===== src/hdl/psu_ram.sv =====
// Generic single-clock RAM with one write port and one registered read port.
`default_nettype none
module psu_ram #(
  parameter int WIDTH = 8,
  parameter int DEPTH = 256
) (
  input  wire logic                     clk_i,
  input  wire logic                     we_i,
  input  wire logic [$clog2(DEPTH)-1:0] waddr_i,
  input  wire logic [WIDTH-1:0]         wdata_i,
  input  wire logic                     re_i,
  input  wire logic [$clog2(DEPTH)-1:0] raddr_i,
  output      logic [WIDTH-1:0]         rdata_o
);

  logic [WIDTH-1:0] mem [DEPTH];
  logic [WIDTH-1:0] rdata_q;

  always_ff @(posedge clk_i) begin
    if (we_i) begin
      mem[waddr_i] <= wdata_i;
    end
    if (re_i) begin
      rdata_q <= mem[raddr_i];
    end
  end

  assign rdata_o = rdata_q;

endmodule
`default_nettype wire


===== config.mk =====
export PLATFORM = sky130hd
export DESIGN_NAME = psu_ram
export DESIGN_NICKNAME = d
export VERILOG_FILES = /design/src/hdl/psu_ram.sv
export SDC_FILE = /design/constraint.sdc
export NUM_CORES = 2
export LEC_CHECK = 0
export ABC_AREA = 0
export BUFFER_PORTS_ARGS = -buffer_cell sky130_fd_sc_hd__buf_2
export CAP_MARGIN = 20
export CORE_ASPECT_RATIO = 0.75
export CORE_UTILIZATION = 30
export DETAILED_ROUTE_END_ITERATION = 8
export PLACE_DENSITY = 0.4
export SYNTH_ARGS = -nofsm -noshare
export SYNTH_HDL_FRONTEND = slang
export SYNTH_SLANG_ARGS = --single-unit

===== constraint.sdc =====
create_clock -name clk_i -period 3.5 [get_ports clk_i]
set_clock_uncertainty 0.2 [all_clocks]
set_input_delay 0.175 -clock clk_i [delete_from_list [all_inputs] [get_ports clk_i]]
set_output_delay 0.175 -clock clk_i [all_outputs]
set_load 0.01 [all_outputs]

Yosys cells after proc, flatten, opt, wreduce, memory -nomap -nowiden:

Memories as Yosys holds them, arrays and structs flattened. A register that Yosys moved wholly into a read port is not among the register bits.
Index checks and enable logic that the tools add are counted.

* register bits after elaboration: 0
* bits in writable memories: 2048
* input bits: 27
* output and inout port bits: 8
* word-level logic and storage cells: 3
* memories: 1

* muxes and demuxes: 2

Memory list
* mem: depth 256, width 8, rd ports 1, clocked after Yosys merged registers in 1, wr ports 1, line 16 `logic [WIDTH-1:0] mem [DEPTH];`

Operators by type and width (number)
* 2-to-1 mux 1 bit: 2

Logic depth before layout (Yosys ltp):

* depth after elaboration: 2
* gate-level depth with buffers: 11
* depth with buffers taken out: 6

Least setup slack after synthesis:

No wires, ideal clock.

* path kind: input -> register
* from: in raddr_i[0]
* to: reg rdata_q[2] (netlist: rdata_o[2]), read port of mem, data pin
* library setup time: 0.269 ns
* data arrival time: 1.982 ns
* required time: 3.031 ns
* setup slack: 1.049 ns
* stages on the path: 9
* path buffers: 4
* cell sequence: buf_6 -> buf_12 -> buf_8 -> buf_2 -> mux4_2 -> a22oi_1 -> a21oi_1 -> nor4_1 -> nor4_2

RTL lines
* start, declared: line 12 `input wire logic [$clog2(DEPTH)-1:0] raddr_i,`
* end, declared: line 17 `logic [WIDTH-1:0] rdata_q;`

==> flow_summary.yaml <==
logic_synthesis:
  yosys_warnings: 0
  synth_edf_count: 2056
  synth_nets: 3760
  ys_types: 54
  synth_largest_area_cell: "edfxtp_1"
  syn_area_um2: 79600
  ys_seq_elements: 2056
  syn-mean-instance-area_um2: 21.3
  netlist.area_leader.share_pct: 77.5
  postSynthCellCount: 3733
  synth.area.top_cells: "edfxtp_1, mux4_2, mux2i_1"
  async_reset_ff_share_pct: 0
  ys_seq_area_share_pct: 77.5
  synth-main-ff-cell: "edfxtp_1"
detailed_routing:
  viasPerCell: 5.04
  wire_per_inst_um: 30.1
  vias: 40500
  antenna_left: 0
  first_pass_iters: 5
  drcViolationCount: 0
  wirelength_mm: 242
  drtIter0Drc: 4375
die:
  start_util_pct: 30.2
  dieArea_um2: 268000
  core_area_um2: 263000
  die_w_um: 597
  row_count: 163
  ios: 35
  die_h_um: 448
placed_design:
  dp_hpwl_mm: 156
  dpl-instance-area_um2: 87900
  place_congestion: 0.796
  io_buffer_count: 34
pwr:
  switchingPower_mw: 11.6
  p_leak_nw: 29.9
  p_per_area_nw_per_um2: 554
  ir_drop_mv: 0.372
  power_frac_comb_pct: 5.5
  finalPower_mw: 52.5
  pwr-share-seq_pct: 51.8
  p_clk_share_pct: 42.7
  p_int_mw: 40.9
  swShare_pct: 22.1
global_routing:
  grt_pass1_vias: 40900
  antenna_found_initial: 15
  track_usage_pct: 18.0
  grt_pass1_wl_mm: 338
  grt-ovfl-total: 0
  grt_start_max_net_pins: 121
critical_path:
  cp_top_family: "simple AND/OR/NAND/NOR gates"
  rr_endpoint: "rdata_o[0]"
  cpMaxStageDelayCell: "nor4_1"
  rr_worst_depth: 7
  path_class: "flop to flop"
  critPathArrivalTime_ns: 3.73
  crit_cells: 7
  start_kind: "flop"
  crit_path_max_incr_delay_ns: 0.74
  timing.rr.start: "mem[77][0]"
  worst-r2r-setup-slack_ns: 0.19
  endpoint: "rdata_o[0]"
  critPathMaxFanout: 1
  crit_path_end_kind: "flop"
  worstPathCellList: "mux4_2 -> nor2b_1 -> a211oi_1 -> nor2_1 -> nor4_1 -> buf_4 -> nor4_2"
  required_ns: 3.92
  cp_num_buf_inv: 1
  startpoint: "mem[77][0]"
clock_tree:
  clk_pin_slew_worst_paths_ns: 0.06
  root_buffer: "clkbuf_16"
  cts.repair.resized: 0
  cts_buffers: 215
  cts.sinks: 2056
  post_cts_buffers: 0
  insertion_delay_ns: 0.88
  htree_num_levels: 4
  cts_tree: "built"
  clockBufferDepth: 4
timing:
  fmax_mhz: 302
  rsz0062_at_grt: "no"
  min_period_over_period_pct: 94.6
  hold_slack_ns: 0.0814
  tns_ns: 0
  relSlewSlack_pct: 21.8
  worst_pin_slew_ns: 1.16
  finalSetupViolations: 0
  layout_min_cycle_time_ns: 3.31
  slew_violations: 0
  hold_violations: 0
layout:
  fin_area_um2: 94800
  layout_common_cells: "edfxtp_1, buf_4, mux4_2"
  layout.nets: 4352
  final_common_cell: "edfxtp_1"
  utilization_pct: 36.0
  area_growth_pct: 19.1
  drive_gt1_share_pct: 30.4
worst_hold_path:
  hold_path_class: "input pin to flop"
run_status:
  status: "finished clean"
job:
  maxCapViolations: 0
synth_stat cells (3+ instances only):
cell      instances
clkbuf_1        111
buf_8            13
o21ai_0          10
a211oi_1         16
o22ai_1          28
nor4_2            3
o32ai_1           4
buf_2            31
o221ai_1         46
and2_1            6
nor2_1          282
buf_12            8
nand2b_1          8
nor3_1           22
a221oi_1         13
nor4_1           24
buf_1            22
o22a_1            5
o211ai_1         10
buf_4            27
a22o_1            8
buf_6            21
a22oi_1         133
mux2i_1         134
edfxtp_1       2056
nand2_1          33
nand3_1          34
nand4_1          10
nor2b_1          31
or2_2             4
a21oi_1          96
mux4_2          454
cell families after synthesis:
kind of cell	Yosys count	share of synthesized area, %
buffers and inverters	235	1.83
AND/OR/NAND/NOR	466	2.63
flip-flops	2056	77.5
multiplexers	591	14.6
AO/OA/AOI/OAI	385	3.42
final cells by class:
cell class | count | area (um^2)
Fill cell | 24500 | 169000
Multi-Input combinational cell | 1442 | 16500
Tap cell | 3547 | 4440
Inverter | 2 | 7.51
Clock inverter | 133 | 1110
Sequential cell | 2056 | 61700
Timing Repair Buffer | 608 | 5360
Antenna cell | 5 | 12.5
Clock buffer | 257 | 5600
layer usage:
metal	GRT usage, %	wire length, um	up-vias
met4	3.79	4680	0
met5	0	0	-
met3	2.87	14400	259
met1	28.1	118000	22100
li1	-	-	16900
met2	26.4	105000	1236
power groups by stage:
stage / clock (mW) / combinational (mW) / sequential [mW]
after floorplan: 0 / 1.32 / 27.7
after global placement: 0 / 2.93 / 27.7
after detailed placement: 0 / 2.93 / 27.7
after CTS: 23.1 / 2.95 / 27.2
after global routing: 23.9 / 3.07 / 27.2
final: 22.4 / 2.90 / 27.2
stage by stage:
step,setup slack [ns],std cells
after floorplan,1.05,3733
after global placement,-0.511,7634
after detailed placement,-0.515,7635
after CTS,0.191,8045
after global routing,0.118,8045
final,0.190,8050
worst reg2reg max path: cells and delay by family (launching register included):
family | cells | cell delay, ns
DFF | 1 | 0.35
muxes | 1 | 0.46
and+or+nand+nor | 4 | 1.17
AOI/OAI and AO/OA | 1 | 0.64
buffers and inverters | 1 | 0.24
worst min path at each step:
stage / from / endpoint / cells after the start
after global routing: re_i / rdata_o[0] / 2
after global placement: re_i / rdata_o[2] / 1
after floorplan: wdata_i[0] / mem[0][0] / 0
after detailed placement: re_i / rdata_o[2] / 1
final: we_i / mem[212][2] / 3
after CTS: re_i / rdata_o[0] / 2
state kept, by name (all words and copies together), names as in the netlist:
| signal | count |
|---|---|
| mem | 2048 |
| rdata_o | 8 |
timing repair:
action | 4_1_cts | 5_1_grt
hold buffers | 20 | 0
endpoints found under the hold margin | 2190 | 0
endpoints found under the setup margin | 0 | 0
No activity file was read; power rests on OpenSTA's default activity.
