**src/hdl/psu_pkg.sv**
```systemverilog
// Shared types and constants for the PNG scanline unfilter.
`default_nettype none
package psu_pkg;

  localparam int MAX_ROW_BYTES   = 8192;
  localparam int MAX_PIXEL_BYTES = 8;
  localparam int ROW_AW          = $clog2(MAX_ROW_BYTES);
  localparam int POS_W           = 14;
  localparam int BPP_W           = 4;
  localparam int HEIGHT_W        = 16;
  localparam int SLOT_W          = 3;
  localparam int CFG_IDX_W       = 2;
  localparam int CFG_DATA_W      = 16;

  typedef enum logic [CFG_IDX_W-1:0] {
    CFG_ROW_BYTES       = 2'd0,
    CFG_BYTES_PER_PIXEL = 2'd1,
    CFG_IMAGE_HEIGHT    = 2'd2
  } cfg_idx_e;

  typedef enum logic [2:0] {
    FILT_NONE    = 3'd0,
    FILT_SUB     = 3'd1,
    FILT_UP      = 3'd2,
    FILT_AVERAGE = 3'd3,
    FILT_PAETH   = 3'd4
  } filt_e;

  // One item handed from the position tracker to the reconstruction stage.
  typedef struct packed {
    logic              bad;
    logic [7:0]        data;
    logic [ROW_AW-1:0] addr;
    logic [SLOT_W-1:0] slot;
    logic              left_ok;
    logic              first_row;
    filt_e             filt;
    logic              row_end;
    logic              image_end;
  } req_t;

endpackage
`default_nettype wire

```
**src/hdl/psu_recon.sv**
```systemverilog
// Reconstruction stage: predictor, pixel history, line store write-back and output register.
`default_nettype none
module psu_recon (
  input  wire logic                        clk_i,
  input  wire logic                        rst_ni,
  input  wire logic                        accept_i,
  input  wire logic                        req_valid_i,
  input  wire psu_pkg::req_t               req_i,
  output      logic                        ready_o,
  input  wire logic [7:0]                  up_rdata_i,
  output      logic                        wr_en_o,
  output      logic [psu_pkg::ROW_AW-1:0]  wr_addr_o,
  output      logic [7:0]                  wr_data_o,
  output      logic                        out_valid_o,
  input  wire logic                        out_stall_i,
  output      logic [7:0]                  pixel_byte_o,
  output      logic                        row_end_o,
  output      logic                        image_end_o,
  output      logic                        bad_filter_o
);

  logic          b_valid_q;
  psu_pkg::req_t b_q;
  logic          fwd_q;
  logic [7:0]    fwd_data_q;
  logic          b_adv;

  logic [7:0] left_hist_q   [psu_pkg::MAX_PIXEL_BYTES];
  logic [7:0] upleft_hist_q [psu_pkg::MAX_PIXEL_BYTES];

  logic       out_valid_q;
  logic [7:0] pixel_q;
  logic       row_end_q;
  logic       image_end_q;
  logic       bad_q;

  logic [7:0] up, left, upleft, pred, recon;
  logic [8:0] avg_sum;
  logic [7:0] pa, pb;
  logic [9:0] ab_sum, cc, pc;
  logic [7:0] paeth;

  assign b_adv   = b_valid_q && (!out_valid_q || !out_stall_i);
  assign ready_o = !b_valid_q || b_adv;

  always_comb begin
    up     = b_q.first_row ? 8'd0 : (fwd_q ? fwd_data_q : up_rdata_i);
    left   = b_q.left_ok ? left_hist_q[b_q.slot] : 8'd0;
    upleft = (b_q.left_ok && !b_q.first_row) ? upleft_hist_q[b_q.slot] : 8'd0;

    avg_sum = {1'b0, left} + {1'b0, up};

    pa     = (up >= upleft) ? up - upleft : upleft - up;
    pb     = (left >= upleft) ? left - upleft : upleft - left;
    ab_sum = {2'b0, left} + {2'b0, up};
    cc     = {1'b0, upleft, 1'b0};
    pc     = (ab_sum >= cc) ? ab_sum - cc : cc - ab_sum;
    if (pa <= pb && {2'b0, pa} <= pc) begin
      paeth = left;
    end else if ({2'b0, pb} <= pc) begin
      paeth = up;
    end else begin
      paeth = upleft;
    end

    case (b_q.filt)
      psu_pkg::FILT_SUB:     pred = left;
      psu_pkg::FILT_UP:      pred = up;
      psu_pkg::FILT_AVERAGE: pred = avg_sum[8:1];
      psu_pkg::FILT_PAETH:   pred = paeth;
      default:               pred = 8'd0;
    endcase
    recon = b_q.data + pred;
  end

  assign wr_en_o   = b_adv && !b_q.bad;
  assign wr_addr_o = b_q.addr;
  assign wr_data_o = recon;

  always_ff @(posedge clk_i or negedge rst_ni) begin
    if (!rst_ni) begin
      b_valid_q <= 1'b0;
      fwd_q     <= 1'b0;
    end else if (accept_i && req_valid_i) begin
      b_valid_q <= 1'b1;
      // A read racing the write of the same entry returns stale data: forward
      fwd_q     <= wr_en_o && (wr_addr_o == req_i.addr);
    end else if (b_adv) begin
      b_valid_q <= 1'b0;
      fwd_q     <= 1'b0;
    end
  end

  always_ff @(posedge clk_i) begin
    if (accept_i && req_valid_i) begin
      b_q <= req_i;
    end
    if (b_adv) begin
      fwd_data_q <= recon;
    end
  end

  always_ff @(posedge clk_i or negedge rst_ni) begin
    if (!rst_ni) begin
      for (int k = 0; k < psu_pkg::MAX_PIXEL_BYTES; k++) begin
        left_hist_q[k]   <= 8'd0;
        upleft_hist_q[k] <= 8'd0;
      end
    end else if (wr_en_o) begin
      left_hist_q[b_q.slot]   <= recon;
      upleft_hist_q[b_q.slot] <= up;
    end
  end

  always_ff @(posedge clk_i or negedge rst_ni) begin
    if (!rst_ni) begin
      out_valid_q <= 1'b0;
    end else if (b_adv) begin
      out_valid_q <= 1'b1;
    end else if (!out_stall_i) begin
      out_valid_q <= 1'b0;
    end
  end

  always_ff @(posedge clk_i) begin
    if (b_adv) begin
      pixel_q     <= b_q.bad ? 8'd0 : recon;
      row_end_q   <= b_q.row_end;
      image_end_q <= b_q.image_end;
      bad_q       <= b_q.bad;
    end
  end

  assign out_valid_o  = out_valid_q;
  assign pixel_byte_o = pixel_q;
  assign row_end_o    = row_end_q;
  assign image_end_o  = image_end_q;
  assign bad_filter_o = bad_q;

endmodule
`default_nettype wire

```
**config.mk**
```make
export PLATFORM = sky130hd
export DESIGN_NAME = psu_recon
export DESIGN_NICKNAME = d
export VERILOG_FILES = /design/src/hdl/psu_pkg.sv /design/src/hdl/psu_recon.sv
export SDC_FILE = /design/constraint.sdc
export NUM_CORES = 1
export LEC_CHECK = 0
export ABC_AREA = 1
export BUFFER_PORTS_ARGS = -buffer_cell sky130_fd_sc_hd__buf_2
export CAP_MARGIN = 40
export CORE_UTILIZATION = 60
export CTS_BUF_LIST = sky130_fd_sc_hd__clkbuf_4
export DETAILED_ROUTE_END_ITERATION = 6
export PLACE_DENSITY = 0.79
export SETUP_SLACK_MARGIN = 0.02
export SYNTH_ARGS = -nofsm -noshare
export SYNTH_HDL_FRONTEND = slang
export SYNTH_SLANG_ARGS = --single-unit
```
**constraint.sdc**
```tcl
create_clock -name clk_i -period 11.6 [get_ports clk_i]
set_input_delay 1.74 -clock clk_i [delete_from_list [all_inputs] [get_ports clk_i]]
set_output_delay 1.74 -clock clk_i [all_outputs]
set_load 0.01 [all_outputs]
```
# == Yosys cells after proc, flatten, opt, wreduce, memory -nomap -nowiden ==
# Cells that the tools add are included.
# totals
elab_cells,97
inputBits,45
regBits,182
# classes
add_sub_neg,9
n_lt_le_gt_ge,8
mux,25
n_eq_ne,6
reduce_logical,15
n_bitwise,1
# op_table
op,count
bitwise mux 64 bit,2
2-to-1 mux 8 bit,13
binary-select mux 8 bit (select 3 bit),2
case mux 8 bit (4 select lines),1
subtractor 8 bit,4
demux 8 bit (select 3 bit),1
<= comparator 8 x 10 -> 1 bit,2
subtractor 9 x 9 -> 10 bit,2
adder 8 x 8 -> 9 bit,2
>= comparator 8 bit,2
equality test 13 bit,1
2-to-1 mux 10 bit,1
>= comparator 9 bit,1
adder 8 bit,1
<= comparator 8 bit,1
logical AND 1 bit,7
"equality test 3 x 2 -> 1 bit, second input constant",2
logical NOT 1 bit,5
2-to-1 mux 1 bit,5
">= comparator 4 bit, second input constant",1
"< comparator 4 x 1 -> 1 bit, second input constant",1
inverter 3 -> 4 bit,1
"equality test 3 x 1 -> 1 bit, second input constant",1
"equality test 3 bit, second input constant",1
3 further kinds,4

# == Longest topological paths before layout ==
# logic_depth
depth_word,14
mapped_depth,61
depth_no_buf,58

# == Worst setup path after synthesis ==
# Ideal clock, no wire load.
# synth_timing
path_type,input -> output
start,in up_rdata_i[1]
end,out wr_data_o[7]
slack_ps,1142
stages,49
arrival_ps,8718
required_time_ps,9860
path_buffers,2
cell_sequence,nor2_1 -> nor3_1 -> clkinv_1 -> o21ai_0 -> nand2_1 -> inv_1 -> ha_1 -> inv_1 -> nand2_1 -> nand3_1 -> nand2_1 -> a21oi_1 -> or2_2 -> o21ai_1 -> xor2_1 -> ha_1 -> nand2_1 -> inv_1 -> [... 13 more ...] -> buf_2 -> o21ai_1 -> o21bai_1 -> nand2_1 -> nor2_2 -> inv_2 -> ha_1 -> nand3_1 -> and2_1 -> o21ai_0 -> a21oi_1 -> or2_2 -> nand2_1 -> a21oi_1 -> xor2_1 -> nand3_2 -> nand2_2 -> inv_1
# synth_via
elab_chain_len,10
elab_cells_between_ends,20
cone_classes,7 x add/sub; 5 x order compare; 7 x mux; 1 x reduce/logical
# synth_lines
item,line,text
from (decl),psu_recon.sv:10,"input wire logic [7:0] up_rdata_i,"
2-to-1 mux 8 bit * (2 in series),psu_recon.sv:47,up = b_q.first_row ? 8'd0 : (fwd_q ? fwd_data_q : up_rdata_i);
named net up[1],psu_recon.sv:37,"logic [7:0] up, left, upleft, pred, recon;"
adder 8 x 8 -> 9 bit,"psu_recon.sv:51, psu_recon.sv:55",
subtractor 9 x 9 -> 10 bit or >= comparator 9 bit (tied branches),psu_recon.sv:57,pc = (ab_sum >= cc) ? ab_sum - cc : cc - ab_sum;
2-to-1 mux 10 bit,psu_recon.sv:57,
"<= comparator 8 x 10 -> 1 bit, on equally long branches","psu_recon.sv:60, psu_recon.sv:58",
2-to-1 mux 8 bit or logical AND 1 bit (tied branches),"psu_recon.sv:60, psu_recon.sv:58",
2-to-1 mux 8 bit,psu_recon.sv:58,"if (pa <= pb && {2'b0, pa} <= pc) begin"
case mux 8 bit (4 select lines) *,psu_recon.sv:66,case (b_q.filt)
adder 8 bit *,psu_recon.sv:73,recon = b_q.data + pred;
to (decl),psu_recon.sv:13,"output logic [7:0] wr_data_o,"
# The timed path passes the listed nets; every way through them passes the cells marked *.

# == Worst setup path in the final report ==
# layout_timing
start,reg b_q[8] in the netlist's numbering
end,out wr_data_o[7]
# layout_via
elab_chain_len,13
elab_cells_between_ends,31
cone_classes,9 x add/sub; 6 x order compare; 14 x mux; 1 x bitwise; 1 x reduce/logical
# layout_lines
item,line,text
from (decl),psu_recon.sv:23,psu_pkg::req_t b_q;
from (signal assigned),psu_recon.sv:96,b_q <= req_i;
inverter 3 -> 4 bit (implied by the code) *,"psu_recon.sv:48, psu_recon.sv:49",
binary-select mux 8 bit (select 3 bit),psu_recon.sv:48,left = b_q.left_ok ? left_hist_q[b_q.slot] : 8'd0;
2-to-1 mux 8 bit (implied by the code) (2 in series),psu_recon.sv:48,
2-to-1 mux 8 bit,psu_recon.sv:48,
adder 8 x 8 -> 9 bit,"psu_recon.sv:51, psu_recon.sv:55",
subtractor 9 x 9 -> 10 bit or >= comparator 9 bit (tied branches),psu_recon.sv:57,
2-to-1 mux 10 bit,psu_recon.sv:57,
"<= comparator 8 x 10 -> 1 bit, on equally long branches","psu_recon.sv:60, psu_recon.sv:58",
2-to-1 mux 8 bit or logical AND 1 bit (tied branches),"psu_recon.sv:60, psu_recon.sv:58",
2-to-1 mux 8 bit,psu_recon.sv:58,
case mux 8 bit (4 select lines) *,psu_recon.sv:66,
adder 8 bit *,psu_recon.sv:73,
# Every way passes the cells marked *; elsewhere a longest branch is shown, timed or not. The select of a mux whose other input is x is not followed.

==> run metrics <==
Critical Path Sink wr_data_o[7]; sequential share of power 0.339; CTS tree done; final hold vios 0; vias per inst 5.75; Post-Synth XOR/XNOR Area 0.0302; crit end category primary output; Main synth FF type dfrtp_1; core footprint approximately 18000 µm²; #FFs+latches synth 182; Levels on crit path 51; cts hold-fix bufs 0; max-slew violations 0; CP startpoint kind flop; PD cells 219 nW/µm²; Simple-Gate Fraction of Synth Area 0.207; die area about 19000 µm²; post-layout minimum cycle time approximately 11000 ps; fmax 0.0912 GHz; initial antenna violation count 0; HPWL Detailed 23600 µm; syn nets 1518; largest net degree at the start of global routing 67; failing checks DRC; Critical Path Source b_q[8]; share of the synthesized area in the top cell type 0.290; DRC violations left 1; post-synthesis mux area share 0.00465; FF+latch area roughly 4800 µm²; worst skew pair latency roughly 600 ps; Sum Neg Setup Slack 0 ps; crit path DAT 9220 ps; clk slew on worst S/H paths 170 ps; cells after synthesis approximately 1400; post-synthesis adder-cell area fraction 0.0963; Net Sw Power around 1.2 mW; slowest CP cell edfxtp_1; Vias between 9000 and 10000; Worst VDD drop roughly 0.13 mV; clock network power share 0.122; CTS max path bufs 2; Critical path buffers and inverters 9; Setup violations, final 0; critical path class reg2out; Reg-to-Reg End left_hist_q[63]; max-cap viol count 0; Synth Area in Compound Gates 0.148; Slew headroom 0.389; slowest stage delay, CP between 500 and 600 ps; routability cong. 1.01; number of diodes 0; Area contributors post-synth dfrtp_1 29%, edfxtp_1 14%, nand2_1 11%; CP delay by family, top simple AND/OR/NAND/NOR gates; row cnt 49; routed wire length 31500 µm; Final Cycle Share 0.945; number of flops mapped to enable cells by yosys 51; status finished, violations left; clk sink count 182; Syn. warnings 0; Layout fillers 1494; type of the worst min-delay path reg2reg; first-pass iteration count of the detailed router 7; GRT Overall Usage 0.334; Seq/Total Area, Yosys 0.426; PortBufs 79; cells on worst reg2reg path 51; leading area contributor after synthesis dfrtp_1; Post-Layout Cell Count 1732; DRT antenna net count 0; Crit path top cell by count inv_1; layout overhead on the synthesized area 10.0%; Cells after DPL 1685; top-count cell post-synth nand2_1; largest family of logic cells by synthesized area simple AND/OR/NAND/NOR gates; initial core utilization 0.621; area of the multi-input gates 5540 µm²; Die W 139 µm; Die Y between 100 and 150 µm; Worst Skew 35.3 ps; WL per Instance 18.2 µm; Root Driver clkbuf_4; Netlist Area Pre-Place 11300 µm²; global-route wire length before repair approximately 50000 µm; r2r setup slk 2810 ps; post-synthesis average cell area around 8 µm²; internal power 1.47 mW; Leak Pwr just over 6 nW; Congestion Overflow GR 0; final net count 1619; combinational share of power 0.539; crit-path max FO 14; Reg2Reg Launch Point b_q[8]; io pins 80; actual slew at the worst max-slew pin approximately 920 ps; worst path required time 9860 ps; synth cell count leaders 338 x nand2_1, 186 x inv_1, 156 x o21ai_0, 131 x dfrtp_1, 79 x ha_1; # H-tree levels 4; vias in the first global route 9305; Net Sw Frac 0.459; share of layout cells above drive strength 1 0.151; Yosys cell types 53; Post-synth ARST share 0.720; cts bufs inserted 17; initial DRC count 1056
[timing repair]
action,CTS,global route
resized for setup,0,12
endpoints found under the setup margin,0,4
hold endpoints to repair,0,0
buffers inserted,0,15
[per-stage QoR]
step	setup slack [ps]	hold slack [ps]	util	power, mW	cell area (µm²)
after floorplan	1140	400	-	1.95	11300
after global placement	731	402	0.658	2.30	12000
after detailed placement	550	405	0.660	2.33	12000
after CTS	343	438	0.674	2.66	12300
after global routing	-38.5	443	0.683	2.95	12400
final	639	436	0.683	2.72	12400
[power by group through the flow]
| stage | clock, mW | combinational [mW] | sequential [mW] |
|---|---|---|---|
| final | 0.332 | 1.47 | 0.922 |
| after global routing | 0.357 | 1.66 | 0.941 |
| after CTS | 0.339 | 1.40 | 0.921 |
| after detailed placement | 0 | 1.39 | 0.934 |
| after global placement | 0 | 1.37 | 0.929 |
| after floorplan | 0 | 1.03 | 0.915 |
[cells in the final DEF, fill, tap and decap left out, types with 10 or more instances in the layout]
cell,count
a21oi_1,49
a221oi_1,11
a22oi_1,11
buf_2,78
buf_4,53
clkbuf_4,19
dfrtp_1,131
edfxtp_1,51
ha_1,77
inv_1,185
nand2_1,337
nand2_2,15
nand3_1,51
nand4_1,15
nor2_1,77
nor3_1,14
o211ai_1,10
o21ai_0,154
o22ai_1,12
xnor2_1,14
xor2_1,24
[layer usage]
layer	wire length (µm)	GRT usage
met5	0	0
met4	990	0.115
met3	2930	0.0671
met2	14000	0.523
met1	13500	0.466
[sequential cells by signal (all words and copies together) (netlist names)]
| register | cells |
|---|---|
| bad_filter_o | 1 |
| b_valid_q | 1 |
| fwd_data_q | 8 |
| upleft_hist_q | 64 |
| row_end_o | 1 |
| pixel_byte_o | 8 |
| fwd_q | 1 |
| left_hist_q | 64 |
| image_end_o | 1 |
| wr_addr_o | 13 |
| b_q | 19 |
| out_valid_o | 1 |
[worst reg2reg max path, delay by kind of cell (launching register included)]
kind            cells  cell delay [ps]
fa+ha+maj           4             1190
flops               1              560
compound gates     14             2260
simple gates       22             2880
buf+inv             8             1150
xor+xnor            3              650
[cells by family (layout without fill, tap and decap cells)]
group,after synthesis,in the layout
fa+ha+maj,84,84
flops,182,182
simple gates,545,545
compound gates,288,288
buf+inv,246,360
mux,5,5
xor+xnor,39,39
[final cells by class]
type / count / area share
clock inverter: 13 / 0.00916
sequential: 182 / 0.387
multi-input combinational: 961 / 0.445
inverter: 196 / 0.0595
clock buffer: 19 / 0.0115
tap: 229 / 0.0230
timing repair buffer: 132 / 0.0646
[how the worst min path moves through the flow]
| stage | cells past startpoint | end | startpoint |
|---|---|---|---|
| global placement | 0 | image_end_o | b_q[0] |
| finish | 0 | image_end_o | b_q[0] |
| global route | 0 | image_end_o | b_q[0] |
| detailed placement | 0 | image_end_o | b_q[0] |
| floorplan | 0 | image_end_o | b_q[0] |
| CTS | 0 | image_end_o | b_q[0] |
No activity file was read; power rests on OpenSTA's default activity.
