==> src/hdl/psu_pkg.sv <==
// Shared types and constants for the PNG scanline unfilter.
`default_nettype none
package psu_pkg;

  localparam int MAX_ROW_BYTES   = 8192;
  localparam int MAX_PIXEL_BYTES = 8;
  localparam int ROW_AW          = $clog2(MAX_ROW_BYTES);
  localparam int POS_W           = 14;
  localparam int BPP_W           = 4;
  localparam int HEIGHT_W        = 16;
  localparam int SLOT_W          = 3;
  localparam int CFG_IDX_W       = 2;
  localparam int CFG_DATA_W      = 16;

  typedef enum logic [CFG_IDX_W-1:0] {
    CFG_ROW_BYTES       = 2'd0,
    CFG_BYTES_PER_PIXEL = 2'd1,
    CFG_IMAGE_HEIGHT    = 2'd2
  } cfg_idx_e;

  typedef enum logic [2:0] {
    FILT_NONE    = 3'd0,
    FILT_SUB     = 3'd1,
    FILT_UP      = 3'd2,
    FILT_AVERAGE = 3'd3,
    FILT_PAETH   = 3'd4
  } filt_e;

  // One item handed from the position tracker to the reconstruction stage.
  typedef struct packed {
    logic              bad;
    logic [7:0]        data;
    logic [ROW_AW-1:0] addr;
    logic [SLOT_W-1:0] slot;
    logic              left_ok;
    logic              first_row;
    filt_e             filt;
    logic              row_end;
    logic              image_end;
  } req_t;

endpackage
`default_nettype wire

==> src/hdl/psu_ctrl.sv <==
// Configuration registers and row/image position tracking; issues line store reads.
`default_nettype none
module psu_ctrl (
  input  wire logic                            clk_i,
  input  wire logic                            rst_ni,
  input  wire logic                            cfg_we_i,
  input  wire logic [psu_pkg::CFG_IDX_W-1:0]   cfg_index_i,
  input  wire logic [psu_pkg::CFG_DATA_W-1:0]  cfg_data_i,
  input  wire logic                            accept_i,
  input  wire logic [7:0]                      stream_byte_i,
  output      logic                            req_valid_o,
  output      psu_pkg::req_t                   req_o,
  output      logic                            rd_en_o,
  output      logic [psu_pkg::ROW_AW-1:0]      rd_addr_o
);

  localparam int AW = psu_pkg::ROW_AW;

  logic [psu_pkg::POS_W-1:0]    row_bytes_q;
  logic [psu_pkg::BPP_W-1:0]    bpp_q;
  logic [psu_pkg::HEIGHT_W-1:0] height_q;

  logic [psu_pkg::POS_W-1:0]    pos_q, pos_d;
  logic [psu_pkg::HEIGHT_W-1:0] row_q, row_d;
  psu_pkg::filt_e               filt_q, filt_d;
  logic                         drop_q, drop_d;
  logic [1:0]                   m3_q, m3_d;
  logic [2:0]                   m5_q, m5_d;
  logic [2:0]                   m7_q, m7_d;

  logic [psu_pkg::POS_W-1:0]    rb_eff;
  logic [psu_pkg::BPP_W-1:0]    bpp_eff;
  logic [psu_pkg::HEIGHT_W-1:0] h_eff;
  logic [AW-1:0]                idx;
  logic                         row_done;
  logic                         last_row;
  logic [2:0]                   slot;
  logic [2:0]                   m6;

  // Config registers
  always_ff @(posedge clk_i or negedge rst_ni) begin
    if (!rst_ni) begin
      row_bytes_q <= psu_pkg::POS_W'(1);
      bpp_q       <= psu_pkg::BPP_W'(1);
      height_q    <= psu_pkg::HEIGHT_W'(1);
    end else if (cfg_we_i) begin
      case (psu_pkg::cfg_idx_e'(cfg_index_i))
        psu_pkg::CFG_ROW_BYTES:       row_bytes_q <= cfg_data_i[psu_pkg::POS_W-1:0];
        psu_pkg::CFG_BYTES_PER_PIXEL: bpp_q       <= cfg_data_i[psu_pkg::BPP_W-1:0];
        psu_pkg::CFG_IMAGE_HEIGHT:    height_q    <= cfg_data_i[psu_pkg::HEIGHT_W-1:0];
        default: ;
      endcase
    end
  end

  always_comb begin
    if (row_bytes_q == '0) begin
      rb_eff = psu_pkg::POS_W'(1);
    end else if (row_bytes_q > psu_pkg::POS_W'(psu_pkg::MAX_ROW_BYTES)) begin
      rb_eff = psu_pkg::POS_W'(psu_pkg::MAX_ROW_BYTES);
    end else begin
      rb_eff = row_bytes_q;
    end
    if (bpp_q == '0) begin
      bpp_eff = psu_pkg::BPP_W'(1);
    end else if (bpp_q > psu_pkg::BPP_W'(psu_pkg::MAX_PIXEL_BYTES)) begin
      bpp_eff = psu_pkg::BPP_W'(psu_pkg::MAX_PIXEL_BYTES);
    end else begin
      bpp_eff = bpp_q;
    end
    h_eff = (height_q == '0) ? psu_pkg::HEIGHT_W'(1) : height_q;
  end

  assign idx      = pos_q[AW-1:0] - AW'(1);
  assign row_done = pos_q >= rb_eff;
  assign last_row = ({1'b0, row_q} + 17'd1) >= {1'b0, h_eff};

  // Residue mod 6 from residues mod 3 and mod 2
  assign m6 = (m3_q[0] == idx[0]) ? {1'b0, m3_q} : ({1'b0, m3_q} + 3'd3);

  always_comb begin
    case (bpp_eff)
      4'd1:    slot = 3'd0;
      4'd2:    slot = {2'b0, idx[0]};
      4'd3:    slot = {1'b0, m3_q};
      4'd4:    slot = {1'b0, idx[1:0]};
      4'd5:    slot = m5_q;
      4'd6:    slot = m6;
      4'd7:    slot = m7_q;
      default: slot = idx[2:0];
    endcase
  end

  always_comb begin
    pos_d  = pos_q;
    row_d  = row_q;
    filt_d = filt_q;
    drop_d = drop_q;
    m3_d   = m3_q;
    m5_d   = m5_q;
    m7_d   = m7_q;

    req_valid_o     = 1'b0;
    req_o.bad       = 1'b0;
    req_o.data      = stream_byte_i;
    req_o.addr      = idx;
    req_o.slot      = slot;
    req_o.left_ok   = {{(AW-psu_pkg::BPP_W){1'b0}}, bpp_eff} <= idx;
    req_o.first_row = (row_done && last_row) ? (h_eff == psu_pkg::HEIGHT_W'(1))
                                             : (row_q == '0);
    req_o.filt      = filt_q;
    req_o.row_end   = row_done;
    req_o.image_end = row_done && last_row;

    if (accept_i) begin
      if (pos_q == '0) begin
        // Filter byte: restart the residue counters for a new row
        pos_d = psu_pkg::POS_W'(1);
        m3_d  = '0;
        m5_d  = '0;
        m7_d  = '0;
        if (!drop_q) begin
          if (stream_byte_i > {5'b0, psu_pkg::FILT_PAETH}) begin
            drop_d          = 1'b1;
            req_valid_o     = 1'b1;
            req_o.bad       = 1'b1;
            req_o.row_end   = 1'b0;
            req_o.image_end = 1'b0;
          end else begin
            filt_d = psu_pkg::filt_e'(stream_byte_i[2:0]);
          end
        end
      end else begin
        m3_d = (m3_q == 2'd2) ? 2'd0 : m3_q + 2'd1;
        m5_d = (m5_q == 3'd4) ? 3'd0 : m5_q + 3'd1;
        m7_d = (m7_q == 3'd6) ? 3'd0 : m7_q + 3'd1;
        if (row_done) begin
          pos_d = '0;
          row_d = last_row ? '0 : row_q + psu_pkg::HEIGHT_W'(1);
        end else begin
          pos_d = pos_q + psu_pkg::POS_W'(1);
        end
        if (drop_q) begin
          if (row_done && last_row) begin
            drop_d = 1'b0;
          end
        end else begin
          req_valid_o = 1'b1;
        end
      end
    end
  end

  assign rd_en_o   = req_valid_o && !req_o.bad;
  assign rd_addr_o = idx;

  always_ff @(posedge clk_i or negedge rst_ni) begin
    if (!rst_ni) begin
      pos_q  <= '0;
      row_q  <= '0;
      filt_q <= psu_pkg::FILT_NONE;
      drop_q <= 1'b0;
      m3_q   <= '0;
      m5_q   <= '0;
      m7_q   <= '0;
    end else begin
      pos_q  <= pos_d;
      row_q  <= row_d;
      filt_q <= filt_d;
      drop_q <= drop_d;
      m3_q   <= m3_d;
      m5_q   <= m5_d;
      m7_q   <= m7_d;
    end
  end

endmodule
`default_nettype wire

==> config.mk <==
export PLATFORM = sky130hd
export DESIGN_NAME = psu_ctrl
export DESIGN_NICKNAME = d
export VERILOG_FILES = /design/src/hdl/psu_pkg.sv /design/src/hdl/psu_ctrl.sv
export SDC_FILE = /design/constraint.sdc
export NUM_CORES = 1
export LEC_CHECK = 0
export ABC_AREA = 1
export BUFFER_PORTS_ARGS = -buffer_cell sky130_fd_sc_hd__buf_2
export CORE_UTILIZATION = 65
export CTS_BUF_LIST = sky130_fd_sc_hd__clkbuf_4
export DETAILED_ROUTE_END_ITERATION = 10
export GPL_TIMING_DRIVEN = 0
export PLACE_DENSITY = 0.94
export SYNTH_ARGS = -nofsm -noshare
export SYNTH_HDL_FRONTEND = slang
export SYNTH_SLANG_ARGS = --single-unit
==> constraint.sdc <==
create_clock -name clk_i -period 5.6 [get_ports clk_i]
set_input_delay 1.12 -clock clk_i [delete_from_list [all_inputs] [get_ports clk_i]]
set_output_delay 1.12 -clock clk_i [all_outputs]
set_load 0.01 [all_outputs]
# Word level (Yosys, flattened, before mapping)
# Index checks and enable logic that the tools add are counted.
# W data, S select, Z words.
# classes
order_cmp	6
muxes	32
div_mod_pow	0
n_mul	0
eq_ne	14
shifts	0
n_bitwise	3
addsub	8
reduce_logical	14
# op_table
cell	count
$mux W14	4
$logic_not A16 Y1	2
$mux W16	2
$logic_not A14 Y1	2
$pmux W3 S7	1
$add A16 B1 Y17 const B	1
$ge A17 B16 Y1	1
$add A16 B1 Y16 const B	1
$eq A16 B1 Y1 const B	1
$eq A4 B3 Y1 const B	4
$mux W3	5
$add A14 B1 Y14 const B	1
$ge A14 B14 Y1	1
$gt A14 B14 Y1 const B	1
$le A4 B13 Y1	1
$sub A13 B1 Y13 const B	1
$mux W1	12
$mux W2	6
$eq A4 B2 Y1 const B	2
$gt A8 B3 Y1 const B	1
$mux W4	2
$add A3 B1 Y3 const B	2
$eq A3 B3 Y1 const B	2
$reduce_and A2 Y1	3
other kinds (14)	18
# totals
word_cells	87
mem_bits_ro	0
ff_bits	76
ram_bits	0
n_memories	0
latch_bits	0

# Depth between registers and ports, before layout
# Gate-level depths: netlist of run 1.
# depth
ltp_word	9
mapped_depth	17
depth_no_buf	17

# Least setup slack after synthesis of run 1
# OpenSTA, ideal clock, no wires.
# synth_path
kind	reg-to-output
start	register row_q[0] (netlist bit)
end	output req_o[5] (netlist bit)
required_ns	4.480
n_path_buf	0
stages_incl_launch_ff	18
t_arrival_ns	2.477
slack_ns	2.003
path_cell_list	dfrtp_1 -> ha_1 -> nand2_1 -> nor2_4 -> nand3_4 -> nor2_1 -> nand2_1 -> xor2_1 -> ha_1 -> nand2_1 -> inv_1 -> o21ai_0 -> nand4_2 -> nor2_8 -> nand2_1 -> nand2_1 -> nand2_1 -> nand2_1
# synth_lines
item	line_no	rtl
from (decl)	psu_ctrl.sv:24	logic [psu_pkg::HEIGHT_W-1:0] row_q, row_d;
from (signal assigned)	psu_ctrl.sv:168	row_q <= row_d;
to (decl)	psu_ctrl.sv:12	output psu_pkg::req_t req_o,

==> impl_metrics.ini, run 1 <==
[final_layout]
fin_nets = 902
drive_gt1_share_pct = 21.1
final_cell_mix = nand2_1 (172), inv_1 (98), buf_2 (80), dfrtp_1 (73), o21ai_0 (62)
syn2layout_area_growth_pct = 12.0
n_antenna_cell = 0
final_common_cell = nand2_1

[timing]
drv_slew = 0
tns_ns = 0
tightestPinTransition_ns = 0.521
fin_crit_sh_pct = 82.6
worst_slack_ns = 0.972
setup_viol = 0
relSlewSlack_pct = 64.9
finalWorstPathRequiredPeriod_ns = 4.63
fin_skew_ns = 0.0211
rsz0062_at_grt = false
hold_viol_final = 0
fmax_mhz = 216
hold_ws_ns = 0.503

[drt]
avgRoutedWirePerCell_um = 14.7
wirelength_um = 13800
drt.antenna.violating_nets = 0
vias = 5271
drc = 0
vias_per_cell = 5.62
drtIter0Drc = 401
dr.pass1.iters = 5

[logic_synthesis]
synthArstFlopShare_pct = 100
synth_top_family_by_area = simple AND/OR/NAND/NOR gates
synth_adder_area_share_pct = 9.82
synth.distinct_cells = 46
synth_simple_gate_area_share_pct = 29.1
yosys.area.top_type = dfrtp_1
synth_top_area_share_pct = 32.6
ys_top_cells_by_area = dfrtp_1 (33%), nand2_1 (12%), ha_1 (9.8%), inv_1 (6.6%), o21ai_0 (5.5%)
ys_seq_area_share_pct = 34.0
synthCells = 740
synthFlopType = dfrtp_1
syn_nets = 814
synth_seq_cells = 76
syn_area_um2 = 5610
avgSynthCellArea_um2 = 7.58
synth_warnings = 0
synth_compound_area_share_pct = 11.0
synthMuxAreaShare_pct = 0
synth_edf_count = 0
synth_xor_area_share_pct = 4.33

[clocking]
worstSkewPairLatency_ns = 0.44
htree_levels = 3
cts_tree = built
cts_buffers = 9
ctsHoldBuffers = 0
cts_resized = 0
cts_setup_buffers = 0
clkTransAtPathRegs_ns = 0.12
root_buffer = clkbuf_4
clkSinkCount = 76
cts_max_path_buffers = 2

[worst_setup_path]
endpoint_kind = primary output
crit_path_max_fanout = 10
startpoint = row_bytes_q[1]
rr_worst_depth = 16
r2r-end = row_q[9]
worstReg2RegStart = row_bytes_q[1]
worstPathArrival_ns = 3.51
crit_path_start_kind = flop
required_ns = 4.48
regToRegSetupSlack_ns = 2.25
critical_path_class = flop to primary output

[die]
start_util_pct = 67.6
die_area_um2 = 9000
core_region_area_um2 = 8300
dieHeight_um = 94.9
num_rows = 33
die_x_um = 94.9
io_pins = 77

[min_path]
min_to = row_bytes_q[13]
min-delay-start = row_bytes_q[13]
min_path_type = flop to flop
holdPathStages = 2

[place]
portBuffers = 76
place_ws_ns = 1.51
gp_congestion = 0.950
place_hpwl_um = 10600

[run]
maxCapViolCount = 0

[grt]
grt_max_degree = 63
grtUsageTotal_pct = 32.3
antenna_found_initial = 0
grt-ovfl-total = 0
grt_pass1_vias = 4884
grt_pass1_wl_um = 22300

[power]
leakage_nw = 3.31
ir_drop_mv = 0.177
p_total_mw = 2.40
power_density_nw_per_um2 = 382

[outcome]
status = complete, no violations
[critical path: stages (launching register included)]
cell	delay (ns)
dfrtp_1	0.43
or2_2	0.28
nor4_1	0.37
a31o_2	0.27
buf_2	0.23
nand2_1	0.08
ha_1	0.30
nand2_1	0.12
inv_1	0.05
nand2_1	0.06
nand2_1	0.04
a21oi_1	0.17
nand3_2	0.26
nand2_1	0.17
nand2_1	0.06
nand2_1	0.05
buf_2	0.12
[cells by family after synthesis]
kind of cell / after synthesis
flops: 76
compound gates: 108
buf+inv: 143
simple gates: 343
xor+xnor: 26
fa+ha+maj: 44
[registers in the layout, summed over array words and instances, names as in the netlist]
name	flops
height_q	16
row_q	16
pos_q	14
row_bytes_q	14
bpp_q	4
filt_q	3
m5_q	3
m7_q	3
m3_q	2
drop_q	1
[power by group]
part	internal, mW	total [mW]	switching [mW]
logic	0.535	1.31	0.780
registers	0.651	0.749	0.0980
clock network	0.137	0.333	0.196
[routing by layer]
layer,global-route usage [%],up-vias,share of wire [%]
met5,0,-,0
met4,12.0,0,2.0
met3,6.92,29,7.9
met2,50.4,244,46
met1,43.9,2422,45
li1,-,2576,-
[how the worst max path moves through the flow]
stage                     endpoint  slack, ns  cells past startpoint
final                     req_o[5]       0.97                     16
after global routing      req_o[5]       0.72                     16
after CTS                 req_o[5]       0.97                     18
after floorplan           req_o[5]       2.00                     17
after global placement    req_o[5]       1.57                     18
after detailed placement  req_o[5]       1.51                     18
[final cells by class]
type	count	area (um2)
buffer	40	274
clock buffer	10	75.1
clock inverter	6	55.1
fill	603	2020
inverter	103	387
multi-input combinational	521	3040
sequential	76	1910
tap	105	131
timing repair buffer	77	410
[per-stage QoR]
step                std cells  instance area (um2)  utilization, %
floorplan                 740                 5610               -
global placement          921                 6120            73.7
detailed placement        922                 6150            74.1
CTS                       938                 6280            75.7
global route              938                 6280            75.7
finish                    938                 6280            75.7
[cells in the mapped netlist (3+ instances only)]
cell	count
or2_2	3
nor3_1	14
buf_2	5
o21ai_2	10
dfrtp_1	73
xor2_1	18
o21ai_0	62
nor2_1	50
nand3b_1	3
nand3_1	47
nand4_1	13
nor2_2	6
o31ai_1	3
inv_1	98
ha_1	44
inv_2	4
nor2_4	3
nand3_2	11
o21ai_1	6
nor4_1	8
nand2_2	3
clkbuf_1	8
buf_4	23
nor3_2	4
a21oi_1	16
dfstp_2	3
xnor2_1	6
nand2_1	172
Power figures use the tool's default switching activity.
==> inputs of run 2 (changes only) <==
--- a/config.mk
+++ b/config.mk
@@ -7,11 +7,11 @@
 export LEC_CHECK = 0
 export ABC_AREA = 1
 export BUFFER_PORTS_ARGS = -buffer_cell sky130_fd_sc_hd__buf_2
-export CORE_UTILIZATION = 65
+export CORE_UTILIZATION = 60
 export CTS_BUF_LIST = sky130_fd_sc_hd__clkbuf_4
 export DETAILED_ROUTE_END_ITERATION = 10
 export GPL_TIMING_DRIVEN = 0
-export PLACE_DENSITY = 0.94
+export PLACE_DENSITY = 0.88
 export SYNTH_ARGS = -nofsm -noshare
 export SYNTH_HDL_FRONTEND = slang
 export SYNTH_SLANG_ARGS = --single-unit
==> constraint.sdc (replaced) <==
create_clock -name clk_i -period 4.4 [get_ports clk_i]
set_input_delay 0.88 -clock clk_i [delete_from_list [all_inputs] [get_ports clk_i]]
set_output_delay 0.88 -clock clk_i [all_outputs]
set_load 0.01 [all_outputs]
==> impl_metrics.ini, run 2 (synthesis results as in run 1) <==
[grt]
grt_pass1_wl_um = 23000
grt_max_degree = 59
antenna_found_initial = 0
grt_pass1_vias = 5144
grt-ovfl-total = 0
grtUsageTotal_pct = 29.4

[die]
die_x_um = 98.7
start_util_pct = 63.1
die_area_um2 = 9740
io_pins = 77
dieHeight_um = 98.7
core_region_area_um2 = 8890
num_rows = 34

[drt]
dr.pass1.iters = 5
vias = 5246
drtIter0Drc = 320
avgRoutedWirePerCell_um = 14.5
drt.antenna.violating_nets = 0
drc = 0
wirelength_um = 13700
vias_per_cell = 5.55

[timing]
rsz0062_at_grt = false
tns_ns = 0
tightestPinTransition_ns = 0.585
fmax_mhz = 242
hold_ws_ns = 0.305
drv_slew = 0
setup_viol = 0
relSlewSlack_pct = 61.0
fin_crit_sh_pct = 94.1
hold_viol_final = 0
worst_slack_ns = 0.260
fin_skew_ns = 0.0167
finalWorstPathRequiredPeriod_ns = 4.14

[worst_setup_path]
slowest_stage = dfrtp_1
worstPathArrival_ns = 3.26
critical_path_class = flop to primary output
max_stage_delay_ns = 0.41
path_depth = 18
worstReg2RegStart = row_bytes_q[1]
required_ns = 3.52
crit_path_max_fanout = 6
crit_chain = ha_1 > nand2_1 > nor2_4 > nand3_4 > nor2_2 > xnor2_1 > inv_1 > ha_1 > nand2_1 > a21oi_1 > nor2_1 > nor3_2 > nor2_8 > nand2_1 > nand2_1 > nand2_1 > nand2_1 > buf_2
crit_path_start_kind = flop
critPathTopFamily = simple AND/OR/NAND/NOR gates
startpoint = row_q[1]
crit_top_cell = nand2_1
cp_num_buf_inv = 2
rr_worst_depth = 15
endpoint_kind = primary output

[run]
maxCapViolCount = 0

[clocking]
root_buffer = clkbuf_4
worstSkewPairLatency_ns = 0.44
cts_max_path_buffers = 2
clkSinkCount = 76
cts_tree = built
htree_levels = 3
cts_buffers = 9
ctsHoldBuffers = 0
clkTransAtPathRegs_ns = 0.14

[place]
portBuffers = 76
place_hpwl_um = 10600
place_ws_ns = 0.531
gp_congestion = 0.922

[final_layout]
n_antenna_cell = 0
fillers = 688
fin_nets = 907
reg_top3 = height_q: 16 flops, row_q: 16 flops
final_common_cell = nand2_1
drive_gt1_share_pct = 22.3
syn2layout_area_growth_pct = 13.3
utilization_pct = 71.5
final_cell_mix = nand2_1 (172), inv_1 (98), buf_2 (79), dfrtp_1 (73), o21ai_0 (61)

[min_path]
min_path_type = primary input to async pin

[power]
pwr-share-comb_pct = 54.7
internal_power_mw = 1.69
ir_drop_mv = 0.245
p_seq_share_pct = 31.1
leakage_nw = 3.33
clockPowerShare_pct = 14.1
sw_frac_of_total_pct = 44.8
switchingPower_mw = 1.37
power_density_nw_per_um2 = 483
p_total_mw = 3.07

[outcome]
status = complete, no violations
run 2: power groups by stage:
stage               Sequential, mW  Clock, mW  Combinational [mW]
floorplan                    0.928          0                1.17
global placement             0.958          0                1.56
detailed placement           0.962          0                1.63
CTS                          0.950      0.433                1.65
global route                 0.972      0.462                1.89
finish                       0.956      0.434                1.68
run 2: worst paths after layout:
| path | slack (ns) | end |
|---|---|---|
| max | 0.26 | req_o[5] |
| min | 0.30 | pos_q[9] |
| max reg2reg | 1.40 | row_q[6] |
| min reg2reg | 0.50 | filt_q[2] |
| max in group asynchronous | 3.47 | height_q[0] |
| min in group clk_i | 0.50 | filt_q[2] |
run 2: area by class of cell:
type                            instances  area [um2]  area share, %
Multi-Input combinational cell        521        3070           48.4
Sequential cell                        76        1910           30.0
Timing Repair Buffer                   83         455           7.17
Inverter                              103         387           6.09
Buffer                                 39         269           4.23
Tap cell                              108         135           2.13
Clock buffer                           10        75.1           1.18
Clock inverter                          5        52.6          0.827
run 2: per-stage QoR:
| step | cells | instance area, um2 |
|---|---|---|
| 2_1_floorplan | 740 | 5610 |
| 3_3_place_gp | 924 | 6120 |
| 3_5_place_dp | 925 | 6150 |
| 4_1_cts | 940 | 6280 |
| 5_1_grt | 945 | 6350 |
| 6_report | 945 | 6350 |
run 2: routing by layer:
layer  global-route usage [%]  share of wire (%)
met5                        0                  0
met4                     8.73                1.6
met3                     4.47                6.3
met2                     51.1                 49
met1                     38.0                 43
run 2: what timing repair did:
item	CTS	global route
setup buffers	0	6
gates resized for setup	0	7
setup endpoints to repair	0	3
run 2: worst register-to-register path, stage by stage, from the launching register on:
cell	delay (ns)
dfrtp_1	0.42
or2_2	0.28
nor4_2	0.27
a31o_2	0.35
nand2_1	0.09
ha_1	0.30
nand2_1	0.11
inv_1	0.05
nand2_1	0.05
nand2_1	0.04
a21oi_1	0.22
nand3_4	0.22
nand2_2	0.17
buf_2	0.23
nand2_1	0.09
o21ai_2	0.06
